`config.mk`:
```
export PLATFORM = sky130hd
export DESIGN_NAME = dfir_cell
export DESIGN_NICKNAME = d
export VERILOG_FILES = /design/src/hw/rtl/dfir_pkg.sv /design/src/hw/rtl/dfir_cell.sv
export SDC_FILE = /design/constraint.sdc
export NUM_CORES = 2
export LEC_CHECK = 0
export BUFFER_PORTS_ARGS = -buffer_cell sky130_fd_sc_hd__buf_2
export CORE_MARGIN = 1.5
export CORE_UTILIZATION = 40
export CTS_BUF_LIST = sky130_fd_sc_hd__clkbuf_16
export DETAILED_ROUTE_END_ITERATION = 12
export GPL_TIMING_DRIVEN = 0
export HOLD_SLACK_MARGIN = 0.1
export SYNTH_ARGS = -nofsm -noshare
export SYNTH_HDL_FRONTEND = slang
export SYNTH_SLANG_ARGS = --single-unit
```
`constraint.sdc`:
```
create_clock -name clock -period 9.21 [get_ports clock]
set_input_delay 0.4605 -clock clock [delete_from_list [all_inputs] [get_ports clock]]
set_output_delay 0.4605 -clock clock [all_outputs]
set_load 0.02 [all_outputs]
```
`src/hw/rtl/dfir_pkg.sv`:
```
// Shared types and constants for the decimating FIR filter.
package dfir_pkg;

   localparam int MAX_TAPS      = 16;
   localparam int CNT_W         = (MAX_TAPS > 1) ? $clog2(MAX_TAPS) : 1;
   localparam int DATA_W        = 32;
   localparam int PROD_W        = 2 * DATA_W;
   localparam int COEF_IDX_W    = 4;
   localparam int TAP_COUNT_W   = 5;
   localparam int DECIM_W       = 4;
   localparam int CSR_IDX_W     = 1;
   localparam int CSR_DATA_W    = 5;
   localparam int PRODUCT_SHIFT = 17;

   // Added to a negative product so the arithmetic shift truncates toward zero
   localparam logic [PROD_W-1:0] ROUND_BIAS = PROD_W'((64'd1 << PRODUCT_SHIFT) - 64'd1);

   localparam logic ACTION_SAMPLE = 1'b0;
   localparam logic ACTION_COEF   = 1'b1;

   localparam logic [CSR_IDX_W-1:0] CSR_TAP_COUNT  = 1'b0;
   localparam logic [CSR_IDX_W-1:0] CSR_DECIMATION = 1'b1;

   typedef enum logic [2:0] {
      ST_IDLE,
      ST_MUL,
      ST_SCALE,
      ST_SUM,
      ST_DONE
   } state_type;

   typedef struct packed {
      logic shift_en;
      logic mul_en;
      logic scale_en;
      logic acc_en;
   } cell_ctrl_type;

endpackage

```
`src/hw/rtl/dfir_cell.sv`:
```
// One tap cell: delay stage, coefficient, product, scaled term and partial sum.
module dfir_cell (
   input  logic                          clock,
   input  logic                          reset,
   input  dfir_pkg::cell_ctrl_type       ctrl,
   input  logic                          tap_on,
   input  logic                          coef_we,
   input  logic [dfir_pkg::DATA_W-1:0]   coef_wdata,
   input  logic [dfir_pkg::DATA_W-1:0]   sample_prev,
   input  logic [dfir_pkg::DATA_W-1:0]   psum_prev,
   output logic [dfir_pkg::DATA_W-1:0]   sample_out,
   output logic [dfir_pkg::DATA_W-1:0]   psum_out
);
   import dfir_pkg::*;

   logic [DATA_W-1:0] delay_ff, delay_in;
   logic [DATA_W-1:0] coef_ff,  coef_in;
   logic [PROD_W-1:0] prod_ff,  prod_in;
   logic [DATA_W-1:0] term_ff,  term_in;
   logic [DATA_W-1:0] psum_ff,  psum_in;
   logic [PROD_W-1:0] biased;
   logic signed [PROD_W-1:0] prod_full;

   always_comb begin
      delay_in  = ctrl.shift_en ? sample_prev : delay_ff;
      coef_in   = coef_we ? coef_wdata : coef_ff;
      // full-width signed product
      prod_full = $signed(coef_ff) * $signed(delay_ff);
      prod_in   = ctrl.mul_en ? prod_full : prod_ff;
      biased    = prod_ff + (prod_ff[PROD_W-1] ? ROUND_BIAS : '0);
      if (ctrl.scale_en) begin
         term_in = tap_on ? biased[PRODUCT_SHIFT +: DATA_W] : '0;
      end else begin
         term_in = term_ff;
      end
      // ripple the running sum one cell per cycle
      psum_in  = ctrl.acc_en ? (psum_prev + term_ff) : psum_ff;
   end

   always_ff @(posedge clock) begin
      if (reset) begin
         delay_ff <= '0;
      end else begin
         delay_ff <= delay_in;
      end
   end

   always_ff @(posedge clock) begin
      coef_ff <= coef_in;
      prod_ff <= prod_in;
      term_ff <= term_in;
      psum_ff <= psum_in;
   end

   assign sample_out = delay_ff;
   assign psum_out   = psum_ff;

endmodule

```
==> flow_summary.ini <==
[run_status]
status = finished clean

[die]
die_x_um = 332.8
die-area_mm2 = 0.1108
ios = 168
core-area_mm2 = 0.1075
row_count = 120
die_h_um = 332.8
start_util = 0.4048

[clocking]
cts_tree = done
clock_latency_ps = 520
path_clk_slew_ps = 90
cts.sinks = 178
ctsLongestPathBuffers = 2
numCtsBuffers = 17
cts-htree-levels = 4
root_buffer = clkbuf_16

[synthesis]
synth_seq_cells = 178
ys_warn_count = 0
ys_async_sr_fraction = 0
synth_edf_count = 146
synthesis.nets = 5818
synth_cells = 4400
syn_area_per_cell_um2 = 9.890
synth_cell_types = 66
seq_area_frac_synth = 0.1155
synth_area_mm2 = 0.04351
synth_flop_cell = edfxtp_1

[hold_path]
hold_path_class = in2reg
min_to = coef_ff[14]
hold_start = coef_wdata[14]
min_path_cells = 1

[critical_path]
critPathMaxStageDelay_ps = 1020
r2r_slack_ps = 110
reg2reg_to = prod_ff[63]
path_buf_inv = 3
rr_worst_depth = 22
worstSetupStartpoint = sample_out[22]
required_ps = 9430
crit_arrival_ps = 9320
worst-path-max-fanout = 10
critical_path_class = reg2reg
r2r_start = sample_out[22]
crit_path_start_kind = register
cpMostUsedCell = fa_1
cp_cell_sequence = clkbuf_1, and2_1, fa_1, inv_1, fa_1, inv_1, fa_1, fa_1, fa_1, fa_1, fa_1, fa_1, ha_1, a21o_1, a211oi_2, o31ai_1, a21o_1, a221o_1, o31ai_4, o21ai_1, o41ai_4, xnor2_4
endpoint_kind = register
cp_slowest_cell = clkbuf_1
crit_family = adder cells

[detailed_routing]
routed_wirelength_um = 150400
vias = 31970
drt_iter0_drc = 2649
drc = 0
wl_per_cell_um = 24.91
drt_first_pass_iters = 5
ant_nets = 0
viasPerCell = 5.295

[sta]
final-setup-viol-count = 0
drv_slew = 0
rsz0062_at_grt = no
layout_worst_path_cycle_share = 0.9880
fin_skew_ps = 18.39
period_minus_slack_ps = 9100
worst_slew_pin_slew_ps = 1313
hold_viol_final = 0
slew_headroom = 0.1250
holdWs_ps = 124.8
setup_tns_ps = 0
max_freq_mhz = 109.9

[finish]
drive_above_1_share = 0.06239
num-nets-final = 6037
multi_input_area_mm2 = 0.03394
fill_cells = 10510
area_delta_synth_final_pct = 8.399
ff_latch_area_mm2 = 0.005030
final_core_util = 0.4388

[placement]
place_congestion = 1.071
place_hpwl_um = 126000
io_buffers = 166

[grt]
grt_max_degree = 51
gr-usage-all-layers = 0.2778
grt_pass1_wl_um = 219700
grt-ovfl-total = 0
antenna_found_initial = 14
grt_pass1_vias = 33400

[flow_run]
drv_cap = 0
kinds of logic (layout without fill, tap and decap cells):
group                    count (synthesis)  after routing  synth area share
adder cells (fa/ha/maj)               1314           1314            0.5647
AND/OR/NAND/NOR                       1299           1299            0.1473
buffers and inverters                 1223           1455            0.1055
AO/OA/AOI/OAI                          245            245           0.03773
flip-flops                             178            178            0.1155
XOR/XNOR                               108            108           0.02174
multiplexers                            33             33          0.007591
other                                    0              3                 0
metal layers:
metal	wire [µm]	global-route usage	up-vias	part of all wire
met4	7678	0.1234	8	0.051
met3	17960	0.09509	379	0.12
met1	59740	0.3653	16480	0.40
met5	43	0	-	0.00029
li1	-	-	13370	-
met2	65000	0.4151	1735	0.43
sequential cells by signal, summed over array words and instances, names as in the netlist:
| signal | flops |
|---|---|
| sample_out | 32 |
| term_ff | 32 |
| prod_ff | 50 |
| psum_out | 32 |
| coef_ff | 32 |
per-stage QoR:
stage	setup slack, ps	std cells	cell area (µm²)
finish	110.2	6038	47170
global route	4.244	6035	47160
CTS	0.3721	6027	47010
detailed placement	-1296	5969	46100
global placement	-1176	5969	46100
floorplan	1581	4400	43510
cell usage after synthesis (17+ instances only):
cell / count / area (µm²)
a21oi_1: 63 / 315.3
nor2_1: 104 / 390.4
edfxtp_1: 146 / 4384
dfxtp_1: 32 / 640.6
fa_1: 1083 / 21680
inv_1: 1013 / 3802
ha_1: 231 / 2890
clkbuf_1: 207 / 777.0
nand2b_1: 17 / 106.4
o21ai_0: 42 / 210.2
and2_1: 488 / 3053
mux2i_1: 33 / 330.3
nand3_1: 28 / 140.1
a21o_1: 35 / 262.8
nand2_1: 579 / 2173
xor2_1: 27 / 236.5
xnor2_1: 81 / 709.4
cell type report:
cell class | instances | area share
timing repair buffer | 200 | 0.02435
buffer | 210 | 0.01859
inverter | 1013 | 0.08061
clock buffer | 17 | 0.009019
tap | 1403 | 0.03722
multi-input combinational | 2999 | 0.7196
antenna | 3 | 0.0001592
clock inverter | 15 | 0.003820
sequential | 178 | 0.1066
worst max path at each step:
| stage | endpoint | cells after the start |
|---|---|---|
| global route | prod_ff[63] | 24 |
| floorplan | prod_ff[63] | 25 |
| CTS | prod_ff[63] | 22 |
| finish | prod_ff[63] | 22 |
| global placement | prod_ff[63] | 25 |
| detailed placement | prod_ff[63] | 25 |
layout by cell type, fill, tap and decap left out, types with 8 or more instances in the layout:
cell,count
a21oi_1,63
clkbuf_16,17
nor2_1,104
nand3_1,28
nor2b_1,13
inv_1,1013
and2_1,488
xnor2_1,80
clkbuf_2,55
nand4_1,14
nand2_1,579
xor2_1,27
o21a_1,15
nand2b_1,17
a31oi_1,11
or3_1,8
buf_4,9
dlygate4sd3_1,25
a211oi_1,9
and3_1,13
fa_1,1080
dfxtp_1,28
buf_2,168
o21ai_0,42
mux2i_1,33
clkbuf_1,146
ha_1,231
o21bai_1,8
nor3_1,14
edfxtp_1,146
a21o_1,35
timing repair:
item | in CTS | in global routing
buffers inserted | 1 | 8
gates resized for setup | 30 | 99
hold buffers | 25 | 0
pin swaps | 1 | 1
endpoints found under the setup margin | 3 | 3
endpoints found under the hold margin | 25 | 0
Power is not shown: default switching activity piles up to over one toggle a cycle in this logic, so the estimate is an artifact.
